<file path="src/rpfe_pkg.sv">
// Shared types and constants of the polyline resampler.
package rpfe_pkg;

   localparam int NUM_AXES    = 3;
   localparam int COORD_W     = 32;
   localparam int DIFF_W      = COORD_W + 1;
   localparam int HALF_W      = 17;
   localparam int SQP_W       = DIFF_W + HALF_W;
   localparam int SUMSQ_W     = 2 * DIFF_W;
   localparam int RAD_W       = 64;
   localparam int ROOT_W      = RAD_W / 2;
   localparam int SREM_W      = ROOT_W + 2;
   localparam int LEN_W       = ROOT_W + 1;
   localparam int TRAV_W      = 32;
   localparam int REACH_W     = TRAV_W + 2;
   localparam int SQ_STEPS    = 2 * NUM_AXES;
   localparam int SQ_STEP_W   = $clog2(SQ_STEPS + 1);
   localparam int QUEUE_DEPTH = 4;
   localparam int QPTR_W      = $clog2(QUEUE_DEPTH);

   localparam int SEARCH_W = 14;
   localparam int SPACE_W  = 11;
   localparam int CSR_W    = SEARCH_W;

   localparam logic [SEARCH_W-1:0] SEARCH_MAX    = 14'd10000;
   localparam logic [SEARCH_W-1:0] SEARCH_RESET  = 14'd10000;
   localparam logic [SPACE_W-1:0]  SPACING_MIN   = 11'd600;
   localparam logic [SPACE_W-1:0]  SPACING_MAX   = 11'd2000;
   localparam logic [SPACE_W-1:0]  SPACING_RESET = 11'd600;

   typedef enum logic {
      CSR_SEARCH_DISTANCE = 1'b0,
      CSR_SPACING         = 1'b1
   } csr_index_type;

   typedef struct packed {
      logic signed [COORD_W-1:0] point_x;
      logic signed [COORD_W-1:0] point_y;
      logic signed [COORD_W-1:0] point_z;
      logic                      route_start;
      logic                      route_end;
   } req_payload_type;

   typedef struct packed {
      logic signed [COORD_W-1:0] out_x;
      logic signed [COORD_W-1:0] out_y;
      logic signed [COORD_W-1:0] out_z;
      logic                      run_last;
   } rsp_payload_type;

   typedef enum logic {
      OP_START   = 1'b0,
      OP_SEGMENT = 1'b1
   } op_type;

   typedef struct packed {
      op_type             op;
      logic               route_end;
      logic [COORD_W-1:0] x;
      logic [COORD_W-1:0] y;
      logic [COORD_W-1:0] z;
   } cmd_type;

   typedef struct packed {
      logic    push;
      cmd_type cmd;
   } queue_wr_type;

   typedef struct packed {
      logic    empty;
      cmd_type cmd;
   } queue_rd_type;

   typedef struct packed {
      logic busy;
      logic done;
   } lane_status_type;

   typedef enum logic [3:0] {
      ST_IDLE,
      ST_SQUARE,
      ST_PREP,
      ST_ROOT,
      ST_REACH,
      ST_END_POINT,
      ST_CHECK,
      ST_LERP,
      ST_POINT,
      ST_FINISH
   } back_state_type;

endpackage

</file>
<file path="src/rpfe_queue.sv">
// Short command queue between front and back end.
module rpfe_queue import rpfe_pkg::*; (
   input  logic         clock,
   input  logic         reset,
   input  queue_wr_type q_wr,
   input  logic         q_pop,
   output logic         q_full,
   output queue_rd_type q_rd
);

   logic [QPTR_W-1:0] wr_ptr_ff;
   logic [QPTR_W-1:0] rd_ptr_ff;
   logic [QPTR_W:0]   count_ff;
   logic [QPTR_W:0]   count_in;
   cmd_type           mem_ff [QUEUE_DEPTH];

   always_comb begin
      count_in = count_ff;
      if (q_wr.push && !q_pop) begin
         count_in = count_ff + (QPTR_W+1)'(1);
      end else if (!q_wr.push && q_pop) begin
         count_in = count_ff - (QPTR_W+1)'(1);
      end
   end

   always_ff @(posedge clock) begin
      if (reset) begin
         wr_ptr_ff <= '0;
         rd_ptr_ff <= '0;
         count_ff  <= '0;
      end else begin
         count_ff <= count_in;
         if (q_wr.push) begin
            wr_ptr_ff <= wr_ptr_ff + QPTR_W'(1);
         end
         if (q_pop) begin
            rd_ptr_ff <= rd_ptr_ff + QPTR_W'(1);
         end
      end
   end

   always_ff @(posedge clock) begin
      if (q_wr.push) begin
         mem_ff[wr_ptr_ff] <= q_wr.cmd;
      end
   end

   assign q_full     = (count_ff == (QPTR_W+1)'(QUEUE_DEPTH));
   assign q_rd.empty = (count_ff == '0);
   assign q_rd.cmd   = mem_ff[rd_ptr_ff];

endmodule

</file>
<file path="config.mk">
export PLATFORM = sky130hd
export DESIGN_NAME = rpfe_queue
export DESIGN_NICKNAME = d
export VERILOG_FILES = /design/src/rpfe_pkg.sv /design/src/rpfe_queue.sv
export SDC_FILE = /design/constraint.sdc
export NUM_CORES = 1
export LEC_CHECK = 0
export BUFFER_PORTS_ARGS = -buffer_cell sky130_fd_sc_hd__buf_2
export CAP_MARGIN = 20
export CORE_MARGIN = 10
export CORE_UTILIZATION = 50
export DETAILED_ROUTE_END_ITERATION = 10
export GPL_TIMING_DRIVEN = 0
export PLACE_DENSITY = 0.74
export SYNTH_ARGS = -nofsm -noshare
export SYNTH_HDL_FRONTEND = slang
export SYNTH_SLANG_ARGS = --single-unit
</file>
<file path="constraint.sdc">
create_clock -name clock -period 3.1 [get_ports clock]
set_clock_uncertainty 0.1 [all_clocks]
set_input_delay 0.465 -clock clock [delete_from_list [all_inputs] [get_ports clock]]
set_output_delay 0.465 -clock clock [all_outputs]
set_load 0.01 [all_outputs]
</file>
==> summary.md, run 1 <==
| Metric | Value |
|---|---|
| Number of buffers and inverters on the critical path | 4 |
| FFs w/ async S/R, synth | 0 |
| Syn avg cell area | 26.18 um^2 |
| Count leader, synth | edfxtp_1 |
| Die W | 190.6 um |
| Placed wire-length estimate | 17.69 mm |
| I/O pins | 202 |
| Clk Latency, worst-skew pair | 0.52 ns |
| Avg Vias per Cell | 5.377 |
| Required time worst endpoint | 2.53 ns |
| Critical path cell sequence | buf_2 > buf_2 > buf_2 > mux4_2 > buf_2 |
| Tmin final | 2.946 ns |
| Worst min path class | primary input to flop |
| Vias | 6555 |
| Placed insts | 1144 |
| Hold-fix buffers at CTS | 0 |
| Arrival time at the worst endpoint | 2.38 ns |
| Crit start category | flop |
| Cts repair resizes | 0 |
| Synth area leaders | edfxtp_1 (81%), mux4_2 (15%), dfxtp_1 (1.2%), ha_1 (0.43%), buf_2 (0.38%) |
| Final setup violation count | 0 |
| TritonCTS clock tree | yes |
| Yosys cell types | 22 |
| Max_cap viols | 0 |
| Max Root-Sink Buffers | 3 |
| Non-filler instance count after layout | 1219 |
| Leakage | 5.866 nW |
| Drt total wl | 28.14 mm |
| Nets | 910 |
| Worst VDD drop | 0.0004704 V |
| Setup crit end kind | output pin |
| Largest net degree at the start of global routing | 57 |
| Worst-path clk slew | 0.06 ns |
| R2R setup slack | 1.01 ns |
| Die area | 0.03633 mm^2 |
| CP peak stage delay | 0.39 ns |
| PD cells | 687.9 mW/mm^2 |
| Synthesized area | 0.01456 mm^2 |
| Ys Warns | 0 |
| Layout cells sized above 1 | 0.4458 |
| Setup bufs post-CTS | 0 |
| Fmax | 339.5 MHz |
| Synth top area share | 0.8087 |
| Worst hold margin | 0.05664 ns |
| Worst path slowest cell | mux4_2 |
| Initial DRC Count | 378 |
| Port Buffers | 200 |
| FP Rows | 62 |
| First-pass GRT wire length | 43.51 mm |
| CP max FO | 10 |
| H-tree Lvls | 2 |
| Seq cells post-synth | 401 |
| Crit-path leading delay family | buffers and inverters |
| CORE AREA | 0.02870 mm^2 |
| RSZ-0062 raised after global routing | false |
| Vias in the first global route | 7257 |
| Most frequent cell on the critical path | buf_2 |
| Final hold violation count | 0 |
| Routed Antenna Nets | 0 |
| Slew margin rel. | 0.4618 |
| Root buf cell | clkbuf_16 |
| EDFF count, synth | 392 |
| Area leader, netlist | edfxtp_1 |
| Status | completed |
| CTS Buf Count | 40 |
| Slew @ Worst Pin | 0.8073 ns |
| Area Growth Syn to Fin | 19.54% |
| Ys flop type | edfxtp_1 |
| Final Cell Area | 0.01740 mm^2 |
| Global-route usage over all layers | 0.1562 |
| Post-synth top cells | edfxtp_1 (392), mux4_2 (98), buf_2 (11) |
| Drt first pass iters | 4 |
| DP Area | 0.01616 mm^2 |
| CTS sink count | 401 |
| Sequential cell area fraction in the yosys report | 0.8211 |
| Fin crit share | 0.9503 |
| Post-Synthesis Cells | 556 |
| RePlAce Congestion | 0.6896 |
| Max-slew violation count | 0 |
| Die Y | 190.6 um |
| Setup TNS | 0 ns |
| Syn nets | 664 |
| DRC violations left | 0 |
| Starting Density | 0.5071 |
| CP Class | flop to output pin |
| Average wire per standard cell | 23.08 um |
| GRT overflow | 0 |
| Initial antenna violation count | 2 |
## routing by layer
layer,vias to the layer above,part of all wire,track usage
li1,2891,-,-
met1,3423,0.41,0.2037
met2,194,0.50,0.2535
met3,45,0.078,0.04718
met4,2,0.017,0.03876
met5,-,0.00050,0
## metrics by stage
step	power (mW)	setup WS (ns)	utilization
final	11.97	0.1542	0.6062
after global routing	12.44	0.03013	0.6058
after CTS	12.12	0.1157	0.6058
after detailed placement	7.612	0.6866	0.5629
after global placement	7.574	-0.2938	0.5589
after floorplan	7.076	0.8066	-
## sequential cells by signal (all words and copies together), names as in the netlist, named ones only
signal,flops
mem_ff,392
wr_ptr_ff,2
count_ff,3
rd_ptr_ff,2
## cells by family (layout without fill, tap and decap cells)
logic type | after synthesis | after routing | share of synthesized area
multiplexers | 100 | 100 | 0.1530
buffers and inverters | 27 | 301 | 0.01143
AO/OA/AOI/OAI | 2 | 2 | 0.0006870
adder cells (fa/ha/maj) | 6 | 6 | 0.005674
AND/OR/NAND/NOR | 15 | 15 | 0.005072
other | 0 | 5 | 0
flip-flops | 401 | 401 | 0.8211
XOR/XNOR | 5 | 5 | 0.003009
## worst register-to-register path: stages (launching register included)
cell     delay [ns]
dfxtp_1        0.40
ha_1           0.17
and2_4         0.67
buf_16         0.35
## cell usage in the layout (no fill, tap or decap), drive strengths merged, types with 5 or more instances in the layout
cell / netlist / layout
clkinv: 0 / 13
clkbuf: 8 / 63
edfxtp: 392 / 392
dfxtp: 9 / 9
nor2: 7 / 7
ha: 5 / 5
buf: 15 / 219
mux4: 98 / 98
diode: 0 / 5
## power breakdown
group / internal (mW) / switching [mW] / leakage, nW
registers: 6.23 / 0.0619 / 3.67
logic: 0.534 / 0.637 / 1.59
clock network: 2.65 / 1.86 / 0.597
## worst paths after layout
check               start             to  depth (start not counted)
max reg2reg  wr_ptr_ff[0]  mem_ff[3][76]                          3
max                  flop       q_rd[76]                          5
min              q_wr[82]  mem_ff[0][82]                          1
min reg2reg   count_ff[2]    count_ff[2]                          2
## final cells by class
cell class	instances	area, um^2
multi-input combinational	128	2447
timing repair buffer	204	1111
antenna	5	12.51
fill	2021	11300
sequential	401	11950
clock buffer	55	1100
inverter	4	15.01
clock inverter	15	130.1
buffer	23	151.4
tap	384	480.5
Power figures use the tool's default switching activity.
==> inputs of run 2 (changes only) <==
Settings changed: ABC_AREA set to 1.
==> summary.md, run 2 <==
| Metric | Value |
|---|---|
| Status | completed |
| Area leader, netlist | edfxtp_1 |
| GRT overflow | 0 |
| CTS Buf Count | 40 |
| Die W | 193.0 um |
| Final Util | 0.6034 |
| Average wire per standard cell | 21.16 um |
| Placed wire-length estimate | 21.55 mm |
| Sequential cell area fraction in the yosys report | 0.7990 |
| Vias in the first global route | 9427 |
| Worst min path class | primary input to flop |
| Synthesized area | 0.01496 mm^2 |
| PD cells | 672.4 mW/mm^2 |
| Port Buffers | 201 |
| Routed Antenna Nets | 0 |
| Required time worst endpoint | 2.53 ns |
| Cts repair resizes | 0 |
| Initial DRC Count | 708 |
| Fmax | 349.5 MHz |
| Syn avg cell area | 14.87 um^2 |
| Final Cell Area | 0.01784 mm^2 |
| Max reg flops | 392 |
| Tmin final | 2.861 ns |
| Pwr Total | 11.99 mW |
| Yosys cell types | 23 |
| First-pass GRT wire length | 53.27 mm |
| DP Area | 0.01658 mm^2 |
| TritonCTS clock tree | yes |
| Die Y | 193.0 um |
| Fin crit share | 0.9230 |
| Met3 routed WL | 2.797 mm |
| RSZ-0062 raised after global routing | false |
| Avg Vias per Cell | 5.538 |
| Max-slew violation count | 0 |
| Slew margin rel. | 0.5964 |
| Starting Density | 0.5060 |
| Arrival time at the worst endpoint | 2.30 ns |
| Crit start category | flop |
| Synth top area share | 0.7870 |
| CP max FO | 10 |
| Clk Latency, worst-skew pair | 0.52 ns |
| Slew @ Worst Pin | 0.6055 ns |
| Post-Synthesis Cells | 1006 |
| H-tree Lvls | 2 |
| Area Growth Syn to Fin | 19.24% |
| CP Class | flop to output pin |
| Commonest non-fill, non-tap cell in the layout | edfxtp_1 |
| Post-synth top cells | edfxtp_1 (392), nor2_1 (202), o21ai_0 (154) |
| Global-route usage over all layers | 0.1853 |
| Ys flop type | edfxtp_1 |
| Ys Warns | 0 |
| FFs w/ async S/R, synth | 0 |
| Max_cap viols | 0 |
| Uppermost layer routed | met5 |
| Worst VDD drop | 0.0004718 V |
| Drt first pass iters | 5 |
| DRC violations left | 0 |
| Drt total wl | 35.46 mm |
| Synth area leaders | edfxtp_1 (79%), o21ai_0 (5.2%), nor2_1 (5.1%), o22ai_1 (4.1%), o21ai_1 (1.6%) |
| Initial antenna violation count | 1 |
| Root buf cell | clkbuf_16 |
| Final hold violation count | 0 |
| Pre-CTS WS | 0.7503 ns |
| Seq cells post-synth | 401 |
| I/O pins | 202 |
| Setup WS post-layout | 0.2388 ns |
| Worst hold margin | 0.06007 ns |
| Most frequent cells in the layout | edfxtp_1 (392), buf_2 (208), nor2_1 (202), o21ai_0 (154), o22ai_1 (98) |
| Largest net degree at the start of global routing | 68 |
| Final setup violation count | 0 |
| Layout cells sized above 1 | 0.2274 |
| Vias | 9282 |
| Count leader, synth | edfxtp_1 |
| Metal2 WL | 17.16 mm |
| Setup crit end kind | output pin |
| Biggest register | mem_ff |
| Die area | 0.03723 mm^2 |
| RePlAce Congestion | 0.7303 |
| Syn nets | 1114 |
| CORE AREA | 0.02956 mm^2 |
| Max Root-Sink Buffers | 3 |
| Nets | 1362 |
| Regs by FF count | mem_ff: 392 flops, count_ff: 3 flops |
| M1 wire length | 14.73 mm |
| EDFF count, synth | 392 |
| Leakage | 6.258 nW |
| Worst-path clk slew | 0.06 ns |
| FP Rows | 63 |
| CTS sink count | 401 |
## run 2: changes by cell type in the layout (fill, tap and decap cells not counted), sizes merged, moves of 3 or more
cell / before / now
inv: 4 / 17
mux4: 98 / 0
nand2: 1 / 9
o22ai: 0 / 98
o21ai: 1 / 201
nor2: 7 / 202
diode: 5 / 2
and2: 4 / 0
buf: 219 / 233
clkbuf: 63 / 91
## run 2: final cells by class
type | instances | area, um^2
antenna | 2 | 5.005
buffer | 64 | 399.1
clock buffer | 55 | 1089
clock inverter | 17 | 152.6
fill | 2235 | 11720
inverter | 17 | 86.33
multi-input combinational | 524 | 2539
sequential | 401 | 11950
tap | 390 | 488.0
timing repair buffer | 206 | 1126
## run 2: what timing repair did
action / 4_1_cts / 5_1_grt
buffers inserted: 0 / 0
endpoints found under the hold margin: 1 / 0
hold buffers: 1 / 0
## run 2: per-layer routing
layer  up-vias  track usage
met5         -            0
met4         2      0.05592
met3        67      0.03921
met2       375       0.3039
met1      4545       0.2454
li1       4293            -
## run 2: path summary, 6_finish.rpt
path              endpoint  slack, ns  cells past startpoint         start
max               q_rd[33]       0.24                      7          flop
min          mem_ff[3][51]       0.06                      1      q_wr[51]
max reg2reg  mem_ff[1][97]       1.07                      5  wr_ptr_ff[1]
min reg2reg           flop       0.36                      1  rd_ptr_ff[1]
## run 2: critical path, stage by stage (launching register included)
cell and delay [ns]:
dfxtp_1 0.30, buf_6 0.15, buf_6 0.18, inv_6 0.13
clkbuf_1 0.40, o21ai_0 0.16, o22ai_1 0.24, buf_2 0.19
## run 2: metrics by stage
| step | TNS, ns | std cells |
|---|---|---|
| finish | 0 | 1676 |
| global route | 0 | 1674 |
| CTS | 0 | 1674 |
| detailed placement | 0 | 1601 |
| global placement | -591.05 | 1597 |
| floorplan | 0 | 1006 |
## run 2: logic make-up (layout without fill, tap and decap cells)
family                     after synthesis  in the layout  share of synthesized area
AOI/OAI and AO/OA                      302            302                     0.1092
DFF                                    401            401                     0.7990
and+or+nand+nor                        215            215                    0.05437
adders and majority gates                6              6                   0.005521
xor gates and xnor gates                 1              1                  0.0005856
other                                    0              2                          0
buffers and inverters                   81            359                    0.03128
## run 2: power breakdown
group	total, mW	switching, mW	internal (mW)
clock	4.57	1.87	2.70
sequential	6.25	0.0513	6.20
combinational	1.17	0.780	0.391
==> inputs of run 3 (changes only) <==
Settings changed: GPL_TIMING_DRIVEN 0 to not set, SLEW_MARGIN set to 25.
==> summary.md, run 3 (synthesis results as in run 2) <==
| Metric | Value |
|---|---|
| Max-slew violation count | 0 |
| CTS Buf Count | 41 |
| R2R setup slack | 1.14 ns |
| RR Endpoint | mem_ff[0][0] |
| Worst Setup EP | q_rd[1] |
| Initial antenna violation count | 3 |
| Biggest register | mem_ff |
| RePlAce Congestion | 0.7467 |
| Setup bufs post-CTS | 0 |
| Hold path startpoint | q_wr[26] |
| Crit start category | flop |
| Fmax | 343.2 MHz |
| CP Class | flop to output pin |
| Drt total wl | 32.41 mm |
| Average wire per standard cell | 19.84 um |
| Commonest non-fill, non-tap cell in the layout | edfxtp_1 |
| Fin crit share | 0.9399 |
| Largest net degree at the start of global routing | 197 |
| Reg2Reg Depth | 5 |
| Critical path cell sequence | buf_12 > o21ai_0 > o22ai_1 > buf_2 |
| FP Rows | 63 |
| Slew margin rel. | 0.3214 |
| Setup crit end kind | output pin |
| Most frequent cells in the layout | edfxtp_1 (392), nor2_1 (202), buf_2 (201), o21ai_0 (154), o22ai_1 (98) |
| DP Area | 0.01638 mm^2 |
| RSZ-0062 raised after global routing | false |
| DRC violations left | 0 |
| Nets | 1318 |
| Area Growth Syn to Fin | 18.49% |
| Tmin final | 2.914 ns |
| RR Startpoint | wr_ptr_ff[0] |
| Drt first pass iters | 5 |
| First-pass GRT wire length | 49.73 mm |
| Required time worst endpoint | 2.53 ns |
| Port Buffers | 201 |
| GRT overflow | 0 |
| Slew @ Worst Pin | 1.018 ns |
| Leakage | 6.211 nW |
| Die area | 0.03723 mm^2 |
| Die Y | 193.0 um |
| CTS sink count | 401 |
| Placed wire-length estimate | 18.77 mm |
| Final setup violation count | 0 |
| Worst min path class | primary input to flop |
| Avg Vias per Cell | 5.481 |
| Worst-path clk slew | 0.06 ns |
| I/O pins | 202 |
| Worst path slowest cell | buf_12 |
| Die W | 193.0 um |
| Final hold violation count | 0 |
| CORE AREA | 0.02956 mm^2 |
| CP max FO | 196 |
| Worst VDD drop | 0.0005035 V |
| TritonCTS clock tree | yes |
| Max Root-Sink Buffers | 3 |
| Clk Latency, worst-skew pair | 0.52 ns |
| Status | completed |
| Max_cap viols | 0 |
| Regs by FF count | mem_ff: 392 flops, count_ff: 3 flops |
| Starting Density | 0.5060 |
| CP peak stage delay | 0.43 ns |
| Max reg flops | 392 |
| Final Cell Area | 0.01772 mm^2 |
| Vias | 8950 |
| H-tree Lvls | 2 |
| Initial DRC Count | 676 |
| Layout cells sized above 1 | 0.2359 |
| PD cells | 683.5 mW/mm^2 |
| Arrival time at the worst endpoint | 2.35 ns |
| Routed Antenna Nets | 0 |
| Global-route usage over all layers | 0.1699 |
| Setup TNS | 0 ns |
| Vias in the first global route | 8865 |
| Root buf cell | clkbuf_16 |
run 3: cell count changes in the layout (fill, tap and decap cells not counted), sizes merged:
cell and change:
buf -9, clkbuf -38, clkinv +1, clkinvlp +3, diode -1, inv +1
run 3: worst max-delay path: cells and delay by family, from the launching register on:
| kind | cells | cell delay, ns |
|---|---|---|
| AO/OA/AOI/OAI | 2 | 0.49 |
| buffers and inverters | 2 | 0.60 |
| flip-flops | 1 | 0.38 |
run 3: final cells by class:
class | instances | area [um^2]
sequential | 401 | 11960
fill | 2246 | 11840
multi-input combinational | 524 | 2539
timing repair buffer | 225 | 1326
clock buffer | 53 | 1134
tap | 390 | 488.0
clock inverter | 22 | 195.2
inverter | 17 | 80.08
antenna | 1 | 2.502
run 3: through the flow:
stage	utilization	total power, mW	worst slack (ns)	hold slack (ns)	std cells
after floorplan	-	6.981	0.06716	0.3115	1006
after global placement	0.5542	7.448	0.8830	0.3121	1556
after detailed placement	0.5542	7.474	0.8171	0.3197	1556
after CTS	0.5995	12.24	0.2439	0.03070	1632
after global routing	0.5995	12.59	0.03318	0.03445	1632
final	0.5996	12.11	0.1862	0.05739	1633
run 3: worst min-delay path by stage:
| stage | slack, ns | end | depth (start not counted) |
|---|---|---|---|
| 6_report | 0.06 | mem_ff[1][26] | 1 |
| 5_1_grt | 0.03 | mem_ff[2][32] | 1 |
| 4_1_cts | 0.03 | mem_ff[1][82] | 1 |
| 3_5_place_dp | 0.32 | flop | 1 |
| 3_3_place_gp | 0.31 | flop | 1 |
| 2_1_floorplan | 0.31 | flop | 1 |
run 3: report_power, final:
part	internal (mW)	switching, mW	total [mW]
clock	2.84	1.93	4.77
combinational	0.366	0.728	1.09
sequential	6.20	0.0539	6.25
total	9.40	2.71	12.1
run 3: repair_timing:
| action | in CTS | in global routing |
|---|---|---|
| hold buffers | 1 | 0 |
| hold endpoints to repair | 1 | 0 |
| gates resized for setup | 0 | 0 |
run 3: per-layer routing:
metal	GRT usage	up-vias	routed length, um
met5	0	-	0
met4	0.04290	0	419
met3	0.04730	36	2697
met2	0.2754	275	15560
met1	0.2237	4426	13730
li1	-	4213	-
